$ cat config.mk
export PLATFORM = sky130hd
export DESIGN_NAME = twd_queue
export DESIGN_NICKNAME = d
export VERILOG_FILES = /design/src/twd_pkg.sv /design/src/twd_queue.sv
export SDC_FILE = /design/constraint.sdc
export NUM_CORES = 1
export LEC_CHECK = 0
export ABC_AREA = 1
export BUFFER_PORTS_ARGS = -buffer_cell sky130_fd_sc_hd__buf_2
export CAP_MARGIN = 15
export CORE_MARGIN = 1.5
export CORE_UTILIZATION = 45
export CTS_BUF_LIST = sky130_fd_sc_hd__clkbuf_8 sky130_fd_sc_hd__clkbuf_16
export DETAILED_ROUTE_END_ITERATION = 8
export PLACE_DENSITY = 0.7
export RECOVER_POWER = 25
export SYNTH_ARGS = -nofsm -noshare
export SYNTH_HDL_FRONTEND = slang
export SYNTH_SLANG_ARGS = --single-unit
$ cat constraint.sdc
create_clock -name i_clk -period 4.1 [get_ports i_clk]
set_input_delay 0.615 -clock i_clk [delete_from_list [all_inputs] [get_ports i_clk]]
set_output_delay 0.615 -clock i_clk [all_outputs]
set_load 0.05 [all_outputs]
$ cat src/twd_pkg.sv
`timescale 1ns / 1ps
// ============================================================================
// twd_pkg
// Shared types, constants and helpers of the transfer low-speed watchdog.
// ============================================================================
package twd_pkg;

    localparam int MAX_WINDOW = 64;
    localparam int BKT_AW     = $clog2(MAX_WINDOW);
    localparam int WIN_W      = BKT_AW + 1;
    localparam int SEC_W      = 27;
    localparam int MOD_W      = SEC_W + 1;
    localparam int MINT_W     = 20 + WIN_W;
    localparam int Q_DEPTH    = 2;

    localparam logic [SEC_W-1:0] NOT_STARTED   = '1;
    localparam logic [6:0]       TICKS_PER_SEC = 7'd100;
    localparam logic [31:0]      FINAL_GRACE   = 32'd400;
    // x / 100 == (x * RECIP) >> RECIP_SHIFT for any 32-bit x
    localparam logic [31:0]      RECIP         = 32'h51EB851F;
    localparam int               RECIP_SHIFT   = 37;

    // request commands
    localparam logic [2:0] CMD_SENT     = 3'd0;
    localparam logic [2:0] CMD_RECEIVED = 3'd1;
    localparam logic [2:0] CMD_UP_START = 3'd2;
    localparam logic [2:0] CMD_UP_DONE  = 3'd3;
    localparam logic [2:0] CMD_REDIRECT = 3'd4;
    localparam logic [2:0] CMD_DONE     = 3'd5;
    localparam logic [2:0] CMD_CHECK    = 3'd6;

    // job kinds after decode
    localparam logic [2:0] KIND_NOP      = 3'd0;
    localparam logic [2:0] KIND_SEND     = 3'd1;
    localparam logic [2:0] KIND_RECV     = 3'd2;
    localparam logic [2:0] KIND_UP_START = 3'd3;
    localparam logic [2:0] KIND_UP_DONE  = 3'd4;
    localparam logic [2:0] KIND_REDIRECT = 3'd5;
    localparam logic [2:0] KIND_DONE     = 3'd6;
    localparam logic [2:0] KIND_CHECK    = 3'd7;

    // configuration register indexes
    localparam logic [1:0] CFG_REPLY  = 2'd0;
    localparam logic [1:0] CFG_WINDOW = 2'd1;
    localparam logic [1:0] CFG_MIN    = 2'd2;

    typedef struct packed {
        logic [2:0]  command;
        logic [31:0] now_ticks;
        logic [15:0] byte_count;
        logic        last_bytes;
    } t_req;

    typedef struct packed {
        logic        abort_transfer;
        logic        deadline_armed;
        logic [31:0] stall_deadline;
        logic        switched_to_reply;
        logic        sequence_error;
    } t_res;

    typedef struct packed {
        logic [2:0]  kind;
        logic [31:0] now_ticks;
        logic [15:0] byte_count;
        logic        last_bytes;
        logic        has_bytes;
    } t_job;

    function automatic logic [31:0] sat_add32(input logic [31:0] a, input logic [31:0] b);
        logic [32:0] s;
        s = {1'b0, a} + {1'b0, b};
        return s[32] ? 32'hFFFF_FFFF : s[31:0];
    endfunction

    function automatic logic [31:0] sat_sub32(input logic [31:0] a, input logic [31:0] b);
        return (a > b) ? (a - b) : 32'd0;
    endfunction

endpackage

$ cat src/twd_queue.sv
`timescale 1ns / 1ps
// ============================================================================
// twd_queue
// Short job queue between the decode front and the rate engine.
// ============================================================================
module twd_queue
    import twd_pkg::*;
(
    input  logic i_clk,
    input  logic i_rst_n,
    input  logic i_push,
    input  t_job i_job,
    input  logic i_pop,
    output t_job o_job,
    output logic o_full,
    output logic o_empty
);

    localparam int Q_AW = (Q_DEPTH > 1) ? $clog2(Q_DEPTH) : 1;

    t_job             r_slot [Q_DEPTH];
    logic [Q_AW-1:0]  r_wp;
    logic [Q_AW-1:0]  r_rp;
    logic [Q_AW:0]    r_cnt;

    function automatic logic [Q_AW-1:0] ptr_inc(input logic [Q_AW-1:0] p);
        return (p == Q_AW'(Q_DEPTH - 1)) ? '0 : p + 1'b1;
    endfunction

    assign o_full  = (r_cnt == (Q_AW+1)'(Q_DEPTH));
    assign o_empty = (r_cnt == '0);
    assign o_job   = r_slot[r_rp];

    always_ff @(posedge i_clk) begin
        if (!i_rst_n) begin
            r_wp  <= '0;
            r_rp  <= '0;
            r_cnt <= '0;
        end else begin
            if (i_push) begin
                r_wp <= ptr_inc(r_wp);
            end
            if (i_pop) begin
                r_rp <= ptr_inc(r_rp);
            end
            if (i_push && !i_pop) begin
                r_cnt <= r_cnt + 1'b1;
            end else if (!i_push && i_pop) begin
                r_cnt <= r_cnt - 1'b1;
            end
        end
    end

    always_ff @(posedge i_clk) begin
        if (i_push) begin
            r_slot[r_wp] <= i_job;
        end
    end

endmodule

==> results of run 1 <==
final cells by class:
class                   instances  area, µm²
well taps                     129        161
multi-input cells              75        890
inverters                       8       30.0
fillers                       752       4120
clock inverters                 5       76.3
flip-flops and latches        111       3290
repair buffers                114        557
clock buffers                   9        124
path summary, 6_finish.rpt:
path / start / endpoint
max: flop / o_job[37]
min: i_job[44] / r_slot[1][44]$_DFFE_PP_
max reg2reg: r_wp$_SDFFE_PN0P_ / r_slot[1][42]$_DFFE_PP_
min reg2reg: r_rp$_SDFFE_PN0P_ / flop
layer usage:
metal  wire [µm]  GRT usage [%]  up-vias
li1            -              -     1000
met1        2840           16.1     1004
met2        3270           22.9       73
met3         473           4.99       12
met4         154           7.04        0
met5           0              0        -
state kept, by name (all words and copies together), names as in the netlist, named ones only:
signal / flops
r_wp: 1
r_rp: 1
r_slot: 106
r_cnt: 2
report_power, final:
part           internal, mW  switching, mW
logic                 0.132          0.258
registers              1.31         0.0367
clock network         0.335          0.340
worst max-delay path, stage by stage (launching register included):
cell	delay, ns
dfxtp_4	1.01
mux2_2	0.42
buf_2	0.21
placed cells by master, fill, tap and decap left out:
master | Yosys | final
inv_1 | 8 | 8
nand4_1 | 1 | 1
dfxtp_4 | 0 | 1
buf_2 | 0 | 94
clkbuf_1 | 0 | 17
nand2_1 | 8 | 8
clkbuf_8 | 0 | 9
mux2_4 | 50 | 50
edfxtp_1 | 106 | 106
dfxtp_1 | 5 | 4
o21ai_0 | 1 | 1
clkinv_4 | 0 | 1
nor2_1 | 9 | 8
clkinv_1 | 0 | 1
buf_4 | 0 | 3
nor2_4 | 0 | 1
bufinv_16 | 0 | 2
inv_2 | 0 | 1
nand3_1 | 1 | 1
ha_1 | 1 | 1
a21oi_1 | 1 | 1
mux2_2 | 3 | 3
cell families after synthesis:
family	Yosys count	synth area share (%)
flip-flops	111	76.2
AND/OR/NAND/NOR	19	1.74
multiplexers	53	18.2
adder cells (fa/ha/maj)	1	0.290
AO/OA/AOI/OAI	2	0.232
buffers and inverters	14	3.28
metrics by stage:
step           instance area, µm²  power (mW)  setup slack (ns)
5_1_grt                      5120        2.50              1.33
3_3_place_gp                 4950        1.76              1.83
2_1_floorplan                4310        1.68             0.755
6_report                     5120        2.41              1.48
3_5_place_dp                 4950        1.77              1.82
4_1_cts                      5150        2.43              1.42
==> flow_summary.toml, run 1 <==
[synthesis]
yosys.cell_types.count = 14
yosysTopAreaCellShare_pct = 73.9
yosysMostFrequentCell = "edfxtp_1"
synth_edf_count = 106
syn_avg_cell_area_um2 = 21.5
netlist_area_um2 = 4310
synthArstFlopShare_pct = 0
ys_seq_area_share_pct = 76.2
synth_warnings = 0
ys_top_cells_by_area = "edfxtp_1, mux2_4, buf_12, dfxtp_1, nor2_1"
yosys.area.top_type = "edfxtp_1"
syn_inst = 200
synthFlopType = "edfxtp_1"
synth_nets = 258
ys_ff_latch = 111
ys_top_cells_by_count = "edfxtp_1, mux2_4, nor2_1"

[place]
gp_congestion = 0.699
hpwl_um = 4400
placedCellCount = 437
place.port_buffers = 111

[sta]
rsz0062_at_grt = "false"
fin_setup_tns_ns = 0
final_hold_viol_count = 0
slew_headroom_pct = 34.0
drv_slew = 0
tightest_slew_ns = 0.988
fmax_ghz = 0.382
period_share_pct = 63.9
hold_slack_ns = 0.432
finClkSkew_ns = 0.00926
finalCriticalPeriod_ns = 2.62
finalSetupViolCount = 0

[final_layout]
fin_nets = 377
diodes = 0
drive_gt1_share_pct = 51.2
syn_to_final_growth_pct = 19.0
fin_cells = 451
fin_util_pct = 55.5

[drt]
vias = 2089
drtAntennaViolNets = 0
drc_errors = 0
drt_wl_total_um = 6740
first_pass_iters = 4
drt_iter0_drc = 32
viasPerCell = 4.63
wire_per_inst_um = 14.9

[die]
initial_core_util_pct = 46.6
fp.coreArea_um2 = 9240
die_area_um2 = 10200
die_x_um = 101
die_h_um = 101
io_pins = 112
row_count = 35

[clock_network]
clk_latency_ns = 0.36
clkSinkCount = 111
clk_path_buf_depth = 2
cts_setup_buffers = 0
cts_max_level = 3
root_buffer = "clkbuf_8"
cts_tree = "done"
ctsResizeCount = 0
cts.reportedPaths.clkPinSlew_ns = 0.10
numCtsBuffers = 9
cts_hold_buf = 0

[critical_path]
reg2reg_slack_ns = 2.24
worstRegToRegCells = 3
crit_arrival_ns = 2.01
crit_fanout = 53
crit_required_ns = 3.48
criticalPathCategory = "flop to output pin"
critPathLaunchType = "flop"
worstSetupEndpointType = "output pin"

[status]
outcome = "complete, no violations"

[global_routing]
grt_pass1_vias = 2149
grt_pass1_wl_um = 10300
grt_max_degree = 54
antenna_found_initial = 0
overflow = 0
track_usage_pct = 13.9

[pwr]
vdd_ir_drop_max_uv = 236
power_density_nw_per_um2 = 470
leakagePower_nw = 2.03

[run]
maxCapViolations = 0

[hold_path]
hold_depth = 1
hold_path_class = "input pin to flop"
Power figures use the tool's default switching activity.
==> inputs of run 2 (changes only) <==
--- a/config.mk
+++ b/config.mk
@@ -12,7 +12,7 @@
 export CORE_UTILIZATION = 45
 export CTS_BUF_LIST = sky130_fd_sc_hd__clkbuf_8 sky130_fd_sc_hd__clkbuf_16
 export DETAILED_ROUTE_END_ITERATION = 8
-export PLACE_DENSITY = 0.7
+export PLACE_DENSITY = 0.72
 export RECOVER_POWER = 25
 export SYNTH_ARGS = -nofsm -noshare
 export SYNTH_HDL_FRONTEND = slang
==> constraint.sdc (replaced) <==
create_clock -name i_clk -period 2.4 [get_ports i_clk]
set_input_delay 0.36 -clock i_clk [delete_from_list [all_inputs] [get_ports i_clk]]
set_output_delay 0.36 -clock i_clk [all_outputs]
set_load 0.05 [all_outputs]
==> run 2 against run 1 <==
Compared with the run above:
- critical path depth rose by 1
- largest power group unchanged
- critical endpoint is now o_job[32]
- design area barely moved
- highest routed layer unchanged
- combinational power rose by 82%
- final cell count rose by 0.67%
- sequential share of layout area barely moved
- global-route usage rose by 0.084 points
- via count rose by 2.6%
- setup slack got worse by 1.1 ns
- routed wire length rose by 3.1%
==> flow_summary.toml, run 2 (synthesis gave the netlist of run 1 again) <==
[clock_network]
cts_setup_buffers = 0
numCtsBuffers = 9
clk_latency_ns = 0.36
clk_path_buf_depth = 2
ctsResizeCount = 0
cts_tree = "done"
root_buffer = "clkbuf_8"
cts_hold_buf = 0
clkSinkCount = 111
cts_max_level = 3
cts.reportedPaths.clkPinSlew_ns = 0.10

[die]
fp.coreArea_um2 = 9240
die_h_um = 101
die_area_um2 = 10200
initial_core_util_pct = 46.6
die_x_um = 101
io_pins = 112
row_count = 35

[final_layout]
n_fill_cell = 754
fin_cells = 454
regMostFlops = "r_slot"
fin_nets = 380
reg_top3 = "r_slot (106), r_cnt (2)"
design_area_um2 = 5130
diodes = 0
largest_reg_flops = 106
syn_to_final_growth_pct = 19.1
final_common_cell = "edfxtp_1"
drive_gt1_share_pct = 54.5
final_cell_mix = "edfxtp_1, buf_2, mux2_4"

[pwr]
switchingPower_mw = 1.10
seqPwrFrac_pct = 57.6
power_density_nw_per_um2 = 767
sw_frac_of_total_pct = 27.9
pwr-share-clk_pct = 24.4
leakagePower_nw = 2.04
power_mw = 3.93
vdd_ir_drop_max_uv = 425
p_comb_share_pct = 18.0
p_int_mw = 2.83

[sta]
fmax_ghz = 0.492
finClkSkew_ns = 0.0105
fin_setup_tns_ns = 0
finalCriticalPeriod_ns = 2.03
tightest_slew_ns = 0.437
hold_slack_ns = 0.181
rsz0062_at_grt = "false"
final_hold_viol_count = 0
slew_headroom_pct = 70.9
drv_slew = 0
finalSetupViolCount = 0
period_share_pct = 84.7

[drt]
drt_iter0_drc = 92
first_pass_iters = 4
vias = 2143
viasPerCell = 4.72
drt_wl_total_um = 6950
drtAntennaViolNets = 0
wire_per_inst_um = 15.3
drc_errors = 0

[place]
gp_congestion = 0.676
hpwl_um = 4670
placed_cell_area_um2 = 4980
place.port_buffers = 111
placedCellCount = 440

[critical_path]
crit_arrival_ns = 1.67
crit_required_ns = 2.04
reg2reg_slack_ns = 1.12
critPathLaunchType = "flop"
criticalPathCategory = "flop to output pin"
worstSetupEndpointType = "output pin"
crit_fanout = 23

[global_routing]
grt_max_degree = 32
grt_pass1_wl_um = 10400
overflow = 0
grt_pass1_vias = 2243
track_usage_pct = 14.0
antenna_found_initial = 0

[run]
maxCapViolations = 0

[hold_path]
hold_path_class = "input pin to flop"

[status]
outcome = "complete, no violations"
-- run 2: through the flow --
stage               utilization, %  worst slack (ns)
floorplan                        -             0.224
global placement              53.9             0.722
detailed placement            53.9             0.723
CTS                           55.6             0.314
global route                  55.5             0.278
finish                        55.5             0.367
-- run 2: layout make-up --
class | count | area [µm²] | share of cell area, %
clock buffer | 9 | 124 | 2.42
inverter | 8 | 30.0 | 0.586
clock inverter | 5 | 36.3 | 0.707
tap | 129 | 161 | 3.15
multi-input combinational | 75 | 890 | 17.3
timing repair buffer | 117 | 601 | 11.7
sequential | 111 | 3290 | 64.1
-- run 2: critical path, stage by stage (launching register included) --
cell and delay (ns):
dfxtp_4 0.36, buf_4 0.36, mux2_2 0.38, buf_2 0.21
-- run 2: metal layers --
metal / wire (µm) / up-vias / GRT usage, %
li1: - / 1002 / -
met1: 2730 / 1048 / 15.2
met2: 3650 / 80 / 24.8
met3: 433 / 13 / 4.44
met4: 137 / 0 / 6.50
met5: 0 / - / 0
-- run 2: final timing paths --
path	startpoint	end	depth (start not counted)
hold / removal	i_job[12]	r_slot[0][12]$_DFFE_PP_	1
setup / recovery	flop	o_job[32]	3
hold reg to reg	r_rp$_SDFFE_PN0P_	flop	2
setup reg to reg	r_wp$_SDFFE_PN0P_	r_slot[1][18]$_DFFE_PP_	3
-- run 2: power groups by stage --
stage	registers, mW	clock network, mW	logic [mW]
3_5_place_dp	2.31	0	0.718
5_1_grt	2.27	1.08	0.746
6_report	2.26	0.960	0.709
3_3_place_gp	2.30	0	0.710
2_1_floorplan	2.30	0	0.573
4_1_cts	2.27	1.00	0.720
