--- config.mk ---
export PLATFORM = sky130hd
export DESIGN_NAME = twd_front
export DESIGN_NICKNAME = d
export VERILOG_FILES = /design/src/twd_pkg.sv /design/src/twd_front.sv
export SDC_FILE = /design/constraint.sdc
export NUM_CORES = 1
export LEC_CHECK = 0
export BUFFER_PORTS_ARGS = -buffer_cell sky130_fd_sc_hd__buf_2
export CORE_AREA = 2 2 46 48
export DETAILED_ROUTE_END_ITERATION = 16
export DIE_AREA = 0 0 48 50
export GPL_ROUTABILITY_DRIVEN = 0
export GPL_TIMING_DRIVEN = 0
export MAX_ROUTING_LAYER = met4
export PLACE_DENSITY = 0.84
export SYNTH_ARGS = -nofsm -noshare
export SYNTH_HDL_FRONTEND = slang
export SYNTH_SLANG_ARGS = --single-unit
--- constraint.sdc ---
create_clock -name vclk -period 0.9
set_input_delay 0.135 -clock vclk [all_inputs]
set_output_delay 0.135 -clock vclk [all_outputs]
set_load 0.01 [all_outputs]
--- src/twd_pkg.sv ---
`timescale 1ns / 1ps
// ============================================================================
// twd_pkg
// Shared types, constants and helpers of the transfer low-speed watchdog.
// ============================================================================
package twd_pkg;

    localparam int MAX_WINDOW = 64;
    localparam int BKT_AW     = $clog2(MAX_WINDOW);
    localparam int WIN_W      = BKT_AW + 1;
    localparam int SEC_W      = 27;
    localparam int MOD_W      = SEC_W + 1;
    localparam int MINT_W     = 20 + WIN_W;
    localparam int Q_DEPTH    = 2;

    localparam logic [SEC_W-1:0] NOT_STARTED   = '1;
    localparam logic [6:0]       TICKS_PER_SEC = 7'd100;
    localparam logic [31:0]      FINAL_GRACE   = 32'd400;
    // x / 100 == (x * RECIP) >> RECIP_SHIFT for any 32-bit x
    localparam logic [31:0]      RECIP         = 32'h51EB851F;
    localparam int               RECIP_SHIFT   = 37;

    // request commands
    localparam logic [2:0] CMD_SENT     = 3'd0;
    localparam logic [2:0] CMD_RECEIVED = 3'd1;
    localparam logic [2:0] CMD_UP_START = 3'd2;
    localparam logic [2:0] CMD_UP_DONE  = 3'd3;
    localparam logic [2:0] CMD_REDIRECT = 3'd4;
    localparam logic [2:0] CMD_DONE     = 3'd5;
    localparam logic [2:0] CMD_CHECK    = 3'd6;

    // job kinds after decode
    localparam logic [2:0] KIND_NOP      = 3'd0;
    localparam logic [2:0] KIND_SEND     = 3'd1;
    localparam logic [2:0] KIND_RECV     = 3'd2;
    localparam logic [2:0] KIND_UP_START = 3'd3;
    localparam logic [2:0] KIND_UP_DONE  = 3'd4;
    localparam logic [2:0] KIND_REDIRECT = 3'd5;
    localparam logic [2:0] KIND_DONE     = 3'd6;
    localparam logic [2:0] KIND_CHECK    = 3'd7;

    // configuration register indexes
    localparam logic [1:0] CFG_REPLY  = 2'd0;
    localparam logic [1:0] CFG_WINDOW = 2'd1;
    localparam logic [1:0] CFG_MIN    = 2'd2;

    typedef struct packed {
        logic [2:0]  command;
        logic [31:0] now_ticks;
        logic [15:0] byte_count;
        logic        last_bytes;
    } t_req;

    typedef struct packed {
        logic        abort_transfer;
        logic        deadline_armed;
        logic [31:0] stall_deadline;
        logic        switched_to_reply;
        logic        sequence_error;
    } t_res;

    typedef struct packed {
        logic [2:0]  kind;
        logic [31:0] now_ticks;
        logic [15:0] byte_count;
        logic        last_bytes;
        logic        has_bytes;
    } t_job;

    function automatic logic [31:0] sat_add32(input logic [31:0] a, input logic [31:0] b);
        logic [32:0] s;
        s = {1'b0, a} + {1'b0, b};
        return s[32] ? 32'hFFFF_FFFF : s[31:0];
    endfunction

    function automatic logic [31:0] sat_sub32(input logic [31:0] a, input logic [31:0] b);
        return (a > b) ? (a - b) : 32'd0;
    endfunction

endpackage

--- src/twd_front.sv ---
`timescale 1ns / 1ps
// ============================================================================
// twd_front
// Accepts requests and decodes each command into a job for the queue.
// ============================================================================
module twd_front
    import twd_pkg::*;
(
    input  logic i_req_valid,
    input  t_req i_req,
    output logic o_req_stall,
    input  logic i_q_full,
    output logic o_push,
    output t_job o_job
);

    logic [2:0] kind;

    always_comb begin
        case (i_req.command)
            CMD_SENT:     kind = KIND_SEND;
            CMD_RECEIVED: kind = KIND_RECV;
            CMD_UP_START: kind = KIND_UP_START;
            CMD_UP_DONE:  kind = KIND_UP_DONE;
            CMD_REDIRECT: kind = KIND_REDIRECT;
            CMD_DONE:     kind = KIND_DONE;
            CMD_CHECK:    kind = KIND_CHECK;
            default:      kind = KIND_NOP;
        endcase
    end

    assign o_req_stall = i_q_full;
    assign o_push      = i_req_valid & ~i_q_full;

    always_comb begin
        o_job.kind       = kind;
        o_job.now_ticks  = i_req.now_ticks;
        o_job.byte_count = i_req.byte_count;
        o_job.last_bytes = i_req.last_bytes;
        o_job.has_bytes  = (i_req.byte_count != 16'd0);
    end

endmodule

==> flow_summary.yaml, run 1 <==
outcome:
  status: "finished with violations"
  violations: "setup timing"
global_routing:
  grt_pass1_vias: 477
  grt_max_degree: 4
  overflow: 0
  grtUsageTotal: 0.105
  antenna_found_initial: 0
  grt_pass1_wl_um: 1890
timing:
  fin_ws_ns: -0.00177
  slew_headroom: 0.857
  layout_min_cycle_time_ns: 0.902
  finalSetupViolations: 1
  hold_viol: 0
  fin_crit_sh: 1.00
  worst_pin_slew_ns: 0.213
  rsz0062_at_grt: "true"
  maxSlewViolCount: 0
  max_freq_mhz: 1110
floorplan:
  core_area_um2: 1900
  initial_core_util: 0.230
  die_area_um2: 2400
  die_height_um: 50
  io_pins: 109
  die_w_um: 48
  rows: 16
min_path:
  hold_depth: 2
  holdCritStartpoint: "i_req[34]"
  min_to: "o_job[35]"
  hp-class: "in -> out"
job:
  maxCapViolCount: 0
power:
  power_density_nw_per_um2: 492
  sequentialPowerShare: 0
  clock_power_share: 0
  power_mw: 0.465
  switching_share: 0.389
  ir_drop_v: 0.000265
  power.switching_mw: 0.181
  internal_power_mw: 0.284
  p_leak_nw: 0.577
  p_comb_frac: 1.000
drt:
  routedWlPerCell_um: 9.26
  num_vias: 594
  wl_um: 1510
  drtIter0Drc: 1
  drc: 0
  via_per_inst: 3.64
  firstDrtPassIters: 2
  postRouteAntennaNets: 0
cells_and_area:
  n_clock_buffer: 0
  seq_cells: 0
  multi_input_area_um2: 110
  areaGrowthSynthToFinish_pct: 116
  regArea_um2: 0
  drive_gt1_frac: 0.956
  stdcell_count: 163
  final_area_um2: 945
  nets: 192
  n_antenna_cell: 0
  filler_cell_count: 171
synth:
  synth_warnings: 0
  ys_types: 8
  synth_fp_nets: 114
  ys_seq_area_frac: 0
  syn_inst: 60
  syn_area_per_cell_um2: 7.30
  netlist_area_um2: 438
placement:
  place_area_um2: 852
  dp.cells: 163
  portBuffers: 76
setup_path:
  worst-path-max-fanout: 2
  cp-end-kind: "output pin"
  crit_arrival_ns: 0.77
  cp_data_required_time_ns: 0.76
  crit_type: "in -> out"
  start_kind: "input port"
clocking:
  ctsHoldBuffers: 0
-- synth_stat cells --
| library cell | number | area share |
|---|---|---|
| buf_4 | 50 | 0.86 |
| nor4_1 | 4 | 0.057 |
| inv_1 | 1 | 0.0086 |
| nand2_1 | 1 | 0.0086 |
| nand4_1 | 1 | 0.014 |
| nor2b_1 | 1 | 0.014 |
| xnor2_1 | 1 | 0.020 |
| xor2_1 | 1 | 0.020 |
-- critical path: stages --
cell	delay (ns)
buf_8	0.10
nor4_4	0.27
nand4_1	0.11
buf_2	0.15
-- cell families (layout without fill, tap and decap cells) --
logic type             Yosys count  after routing  synth area share
buffers and inverters           51            127             0.866
AND/OR/NAND/NOR                  7              7            0.0943
XOR/XNOR                         2              2            0.0400
-- worst max path at each step --
stage,end,from,slack (ns)
after global placement,o_job[0],i_req[3],-0.16
after detailed placement,o_job[0],i_req[3],-0.16
after global routing,o_job[0],i_req[6],-0.03
after CTS,o_job[0],i_req[7],-0.008
after floorplan,o_job[0],i_req[11],0.21
final,o_job[0],i_req[6],-0.002
-- per-layer routing --
layer | up-vias | track usage | share of wire
li1 | 292 | - | -
met1 | 232 | 0.104 | 0.29
met2 | 70 | 0.209 | 0.51
met3 | 0 | 0.0220 | 0.20
met4 | 0 | 0 | 0
met5 | - | - | 0
-- timing repair --
action,CTS,global route
buffers inserted,0,0
gates resized for setup,14,1
setup endpoints to repair,1,1
pin swaps,5,3
-- per-stage QoR --
stage / setup slack (ns) / setup TNS (ns) / utilization / hold WS (ns)
after floorplan: 0.207 / 0 / - / 0.314
final: -0.00177 / -0.00177 / 0.497 / 0.453
after detailed placement: -0.160 / -0.160 / 0.448 / 0.454
after CTS: -0.00813 / -0.00813 / 0.495 / 0.454
after global routing: -0.0305 / -0.0305 / 0.497 / 0.456
after global placement: -0.161 / -0.161 / 0.448 / 0.454
-- layout make-up --
cell class / instances / share of cell area
buffer: 50 / 0.397
inverter: 1 / 0.00397
multi-input combinational: 9 / 0.117
tap: 27 / 0.0358
timing repair buffer: 76 / 0.446
-- power groups by stage --
stage | Combinational [mW] | Sequential (mW) | Clock, mW
final | 0.465 | 0 | 0
after global routing | 0.507 | 0 | 0
after CTS | 0.468 | 0 | 0
after detailed placement | 0.429 | 0 | 0
after global placement | 0.425 | 0 | 0
after floorplan | 0.251 | 0 | 0
-- placed cells by master, fill, tap and decap left out --
master and n:
nor4_4 3, nand4_1 1, inv_1 1, nor2b_1 1, buf_8 1, buf_6 5, nand2_1 1, xnor2_1 1
buf_4 50, buf_2 70, nor4_2 1, xor2_1 1
No activity file was read; power rests on OpenSTA's default activity.
==> run 2: changes to the inputs <==
--- a/config.mk
+++ b/config.mk
@@ -5,7 +5,7 @@
 export SDC_FILE = /design/constraint.sdc
 export NUM_CORES = 1
 export LEC_CHECK = 0
-export BUFFER_PORTS_ARGS = -buffer_cell sky130_fd_sc_hd__buf_2
+export BUFFER_PORTS_ARGS = -buffer_cell sky130_fd_sc_hd__buf_4
 export CORE_AREA = 2 2 46 48
 export DETAILED_ROUTE_END_ITERATION = 16
 export DIE_AREA = 0 0 48 50
==> run 2 against run 1 <==
The run still ends with setup timing left. Utilization grew 9.8 points. Sequential share of layout area is the same. Sequential cell count is the same. Maximum frequency shrank 0.19%. Final area grew 20%. Wire length grew 14%. First-iteration DRC count is the same. Combinational power grew 22%. Via count grew 3.7%. Die area is the same. Critical path depth is the same.
==> flow_summary.yaml, run 2 (synthesis results as in run 1) <==
cells_and_area:
  nets: 193
  layout_common_cells: "buf_4 (120), buf_6 (6), nor4_4 (3)"
  areaGrowthSynthToFinish_pct: 158
  regArea_um2: 0
  final_common_cell: "buf_4"
  n_antenna_cell: 0
  drive_gt1_frac: 0.956
  filler_cell_count: 162
  multi_input_area_um2: 110
  stdcell_count: 164
  seq_cells: 0
  n_clock_buffer: 0
drt:
  num_vias: 616
  wl_um: 1720
  drc: 0
  via_per_inst: 3.76
  routedWlPerCell_um: 10.5
  drtIter0Drc: 1
  firstDrtPassIters: 2
  postRouteAntennaNets: 0
timing:
  fin_ws_ns: -0.00347
  slew_headroom: 0.865
  rsz0062_at_grt: "true"
  fin_crit_sh: 1.00
  max_freq_mhz: 1110
  worst_pin_slew_ns: 0.201
  layout_min_cycle_time_ns: 0.903
  finalSetupViolations: 1
  hold_viol: 0
  maxSlewViolCount: 0
setup_path:
  start_kind: "input port"
  crit_type: "in -> out"
  endpoint: "o_job[0]"
  crit_arrival_ns: 0.77
  worst-path-max-fanout: 2
  crit_start: "i_req[3]"
  cp-end-kind: "output pin"
  cp_data_required_time_ns: 0.76
power:
  p_leak_nw: 0.645
  power_density_nw_per_um2: 501
  internal_power_mw: 0.375
  switching_share: 0.339
  power.switching_mw: 0.192
  ir_drop_v: 0.000304
  p_comb_frac: 1.000
  sequentialPowerShare: 0
  power_mw: 0.567
  clock_power_share: 0
floorplan:
  die_w_um: 48
  die_area_um2: 2400
  die_height_um: 50
  initial_core_util: 0.230
  rows: 16
  io_pins: 109
  core_area_um2: 1900
global_routing:
  grt_max_degree: 4
  overflow: 0
  grtUsageTotal: 0.115
  grt_pass1_wl_um: 2050
  antenna_found_initial: 0
  grt_pass1_vias: 542
placement:
  dp.cells: 163
  dp_slack_ns: -0.172
  portBuffers: 76
outcome:
  status: "finished with violations"
  violations: "setup timing"
job:
  maxCapViolCount: 0
min_path:
  holdCritStartpoint: "i_req[17]"
  hp-class: "in -> out"
run 2: cell types whose count changed in the layout (fill, tap and decap cells not counted):
cell | before | now
buf_2 | 70 | 0
buf_4 | 50 | 120
buf_6 | 5 | 6
run 2: final cells by class:
type | count | area share
multi-input combinational | 9 | 0.0973
timing repair buffer | 77 | 0.538
inverter | 1 | 0.00332
tap | 27 | 0.0299
buffer | 50 | 0.332
run 2: stage by stage:
step,hold slack [ns],setup TNS [ns],area [µm²],util
2_1_floorplan,0.314,0,438,-
3_3_place_gp,0.447,-0.183,1040,0.548
3_5_place_dp,0.447,-0.172,1040,0.548
4_1_cts,0.447,-0.0292,1120,0.587
5_1_grt,0.449,-0.0952,1130,0.595
6_report,0.447,-0.00347,1130,0.595
run 2: what timing repair did:
item	CTS	global route
resized for setup	13	2
hold buffers	0	0
setup buffers	0	1
endpoints found under the setup margin	1	1
pin swaps	5	2
run 2: worst min path at each step:
stage | slack, ns | end | cells past startpoint
3_5_place_dp | 0.45 | o_job[33] | 2
6_report | 0.45 | o_job[18] | 2
3_3_place_gp | 0.45 | o_job[24] | 2
2_1_floorplan | 0.31 | o_job[50] | 1
5_1_grt | 0.45 | o_job[18] | 2
4_1_cts | 0.45 | o_job[33] | 2
run 2: critical path: stages:
cell	delay, ns
buf_8	0.10
nor4_4	0.26
nand4_1	0.11
buf_4	0.16
run 2: routing by layer:
layer,global-route usage,vias up,share of wire
met1,0.113,252,0.28
li1,-,294,-
met4,0,0,0
met3,0.0183,0,0.19
met2,0.231,70,0.53
met5,-,-,0
run 2: power by group through the flow:
stage	logic [mW]	clock network [mW]	registers, mW
final	0.567	0	0
after global routing	0.604	0	0
after CTS	0.565	0	0
after detailed placement	0.533	0	0
after global placement	0.527	0	0
after floorplan	0.251	0	0
==> run 3: changes to the inputs <==
--- a/config.mk
+++ b/config.mk
@@ -10,7 +10,6 @@
 export DETAILED_ROUTE_END_ITERATION = 16
 export DIE_AREA = 0 0 48 50
 export GPL_ROUTABILITY_DRIVEN = 0
-export GPL_TIMING_DRIVEN = 0
 export MAX_ROUTING_LAYER = met4
 export PLACE_DENSITY = 0.84
 export SYNTH_ARGS = -nofsm -noshare
==> constraint.sdc (replaced) <==
create_clock -name vclk -period 1.1
set_input_delay 0.165 -clock vclk [all_inputs]
set_output_delay 0.165 -clock vclk [all_outputs]
set_load 0.01 [all_outputs]
==> run 3 against run 2 <==
Clock-buffer cell count unchanged. Die area unchanged. The flow now finishes without violations. Sequential share of layout area unchanged. Cell count decreased by 49%. Setup slack improved by 0.050 ns. Utilization decreased by 35 points. Via count decreased by 48%. Hold slack got worse by 0.12 ns. Final area decreased by 58%. Global-route usage decreased by 3.5 points. Wire length decreased by 38%. Critical path type unchanged. Critical path depth increased by 1.
==> flow_summary.yaml, run 3 (synthesis results as in run 1) <==
job:
  maxCapViolCount: 0
setup_path:
  path_cells: "buf_8, nor4_4, buf_4, nand4_1, buf_4"
  crit_arrival_ns: 0.89
  crit_family: "buffers and inverters"
  path_common_cell: "buf_4"
  critPathMaxStageDelay_ns: 0.24
  cp_data_required_time_ns: 0.94
  cp_slowest_cell: "nor4_4"
  crit_start: "i_req[8]"
  endpoint: "o_job[0]"
  crit_type: "in -> out"
  cp.depth: 5
  start_kind: "input port"
  cp-end-kind: "output pin"
  worst-path-max-fanout: 2
  path_buf_inv: 3
drt:
  postRouteAntennaNets: 0
  drtIter0Drc: 0
  routedWlPerCell_um: 12.9
  via_per_inst: 3.87
  wl_um: 1070
  firstDrtPassIters: 1
  num_vias: 321
  drc: 0
cells_and_area:
  nets: 112
  n_clock_buffer: 0
  fin_util: 0.249
  n_antenna_cell: 0
  filler_cell_count: 209
  seq_cells: 0
  regArea_um2: 0
  layout_common_cells: "buf_4 (44), nor4_1 (2)"
  areaGrowthSynthToFinish_pct: 8.29
  drive_gt1_frac: 0.857
  stdcell_count: 83
  final_common_cell: "buf_4"
placement:
  portBuffers: 43
  dp.cells: 82
timing:
  max_freq_mhz: 949
  setup_tns_ns: 0
  hold_viol: 0
  layout_min_cycle_time_ns: 1.05
  rsz0062_at_grt: "true"
  slew_headroom: 0.820
  finalSetupViolations: 0
  fin_crit_sh: 0.958
  worst_pin_slew_ns: 0.267
  maxSlewViolCount: 0
floorplan:
  initial_core_util: 0.230
  rows: 16
  core_area_um2: 1900
  die_height_um: 50
  io_pins: 109
  die_area_um2: 2400
  die_w_um: 48
power:
  ir_drop_v: 0.000151
  power_density_nw_per_um2: 397
  p_leak_nw: 0.246
global_routing:
  grt_pass1_vias: 338
  grt_max_degree: 4
  grtUsageTotal: 0.0797
  grt_pass1_wl_um: 1390
  overflow: 0
  antenna_found_initial: 0
outcome:
  status: "complete, no violations"
min_path:
  hp-class: "in -> out"
clocking:
  ctsHoldBuffers: 0
## run 3: layout make-up
type	instances	area [µm²]	area share
Timing Repair Buffer	46	357	0.752
Multi-Input combinational cell	9	80.1	0.169
Tap cell	27	33.8	0.0712
Inverter	1	3.75	0.00792
## run 3: routing by layer
metal,GRT usage,wire length (µm),up-vias
met3,0.0366,255,16
met1,0.0522,262,126
met4,0.0541,65,0
met2,0.147,488,46
met5,-,0,-
li1,-,-,133
## run 3: where the power goes
part           internal, mW  total [mW]  switching (mW)
Clock                     0           0               0
Sequential                0           0               0
Combinational         0.117       0.188          0.0709
Total                 0.117       0.188          0.0709
## run 3: worst min path at each step
| stage | from | endpoint | depth (start not counted) |
|---|---|---|---|
| 2_1_floorplan | i_req[49] | o_job[50] | 1 |
| 6_report | i_req[24] | o_job[25] | 0 |
| 3_5_place_dp | i_req[17] | o_job[18] | 0 |
| 4_1_cts | i_req[17] | o_job[18] | 0 |
| 5_1_grt | i_req[36] | o_job[37] | 0 |
| 3_3_place_gp | i_req[17] | o_job[18] | 0 |
## run 3: stage by stage
| step | total power [mW] | worst slack (ns) | cell area [µm²] | hold slack (ns) |
|---|---|---|---|---|
| finish | 0.188 | 0.0462 | 474 | 0.330 |
| CTS | 0.182 | 0.00730 | 450 | 0.330 |
| floorplan | 0.205 | 0.347 | 438 | 0.374 |
| global route | 0.204 | -0.0403 | 474 | 0.330 |
| detailed placement | 0.177 | -0.0621 | 434 | 0.330 |
| global placement | 0.175 | -0.0263 | 434 | 0.330 |
## run 3: timing repair
action / CTS / global route
cloned: 0 / 0
buffers inserted: 0 / 1
gates resized for setup: 3 / 3
setup endpoints to repair: 1 / 1
pin swaps: 1 / 1
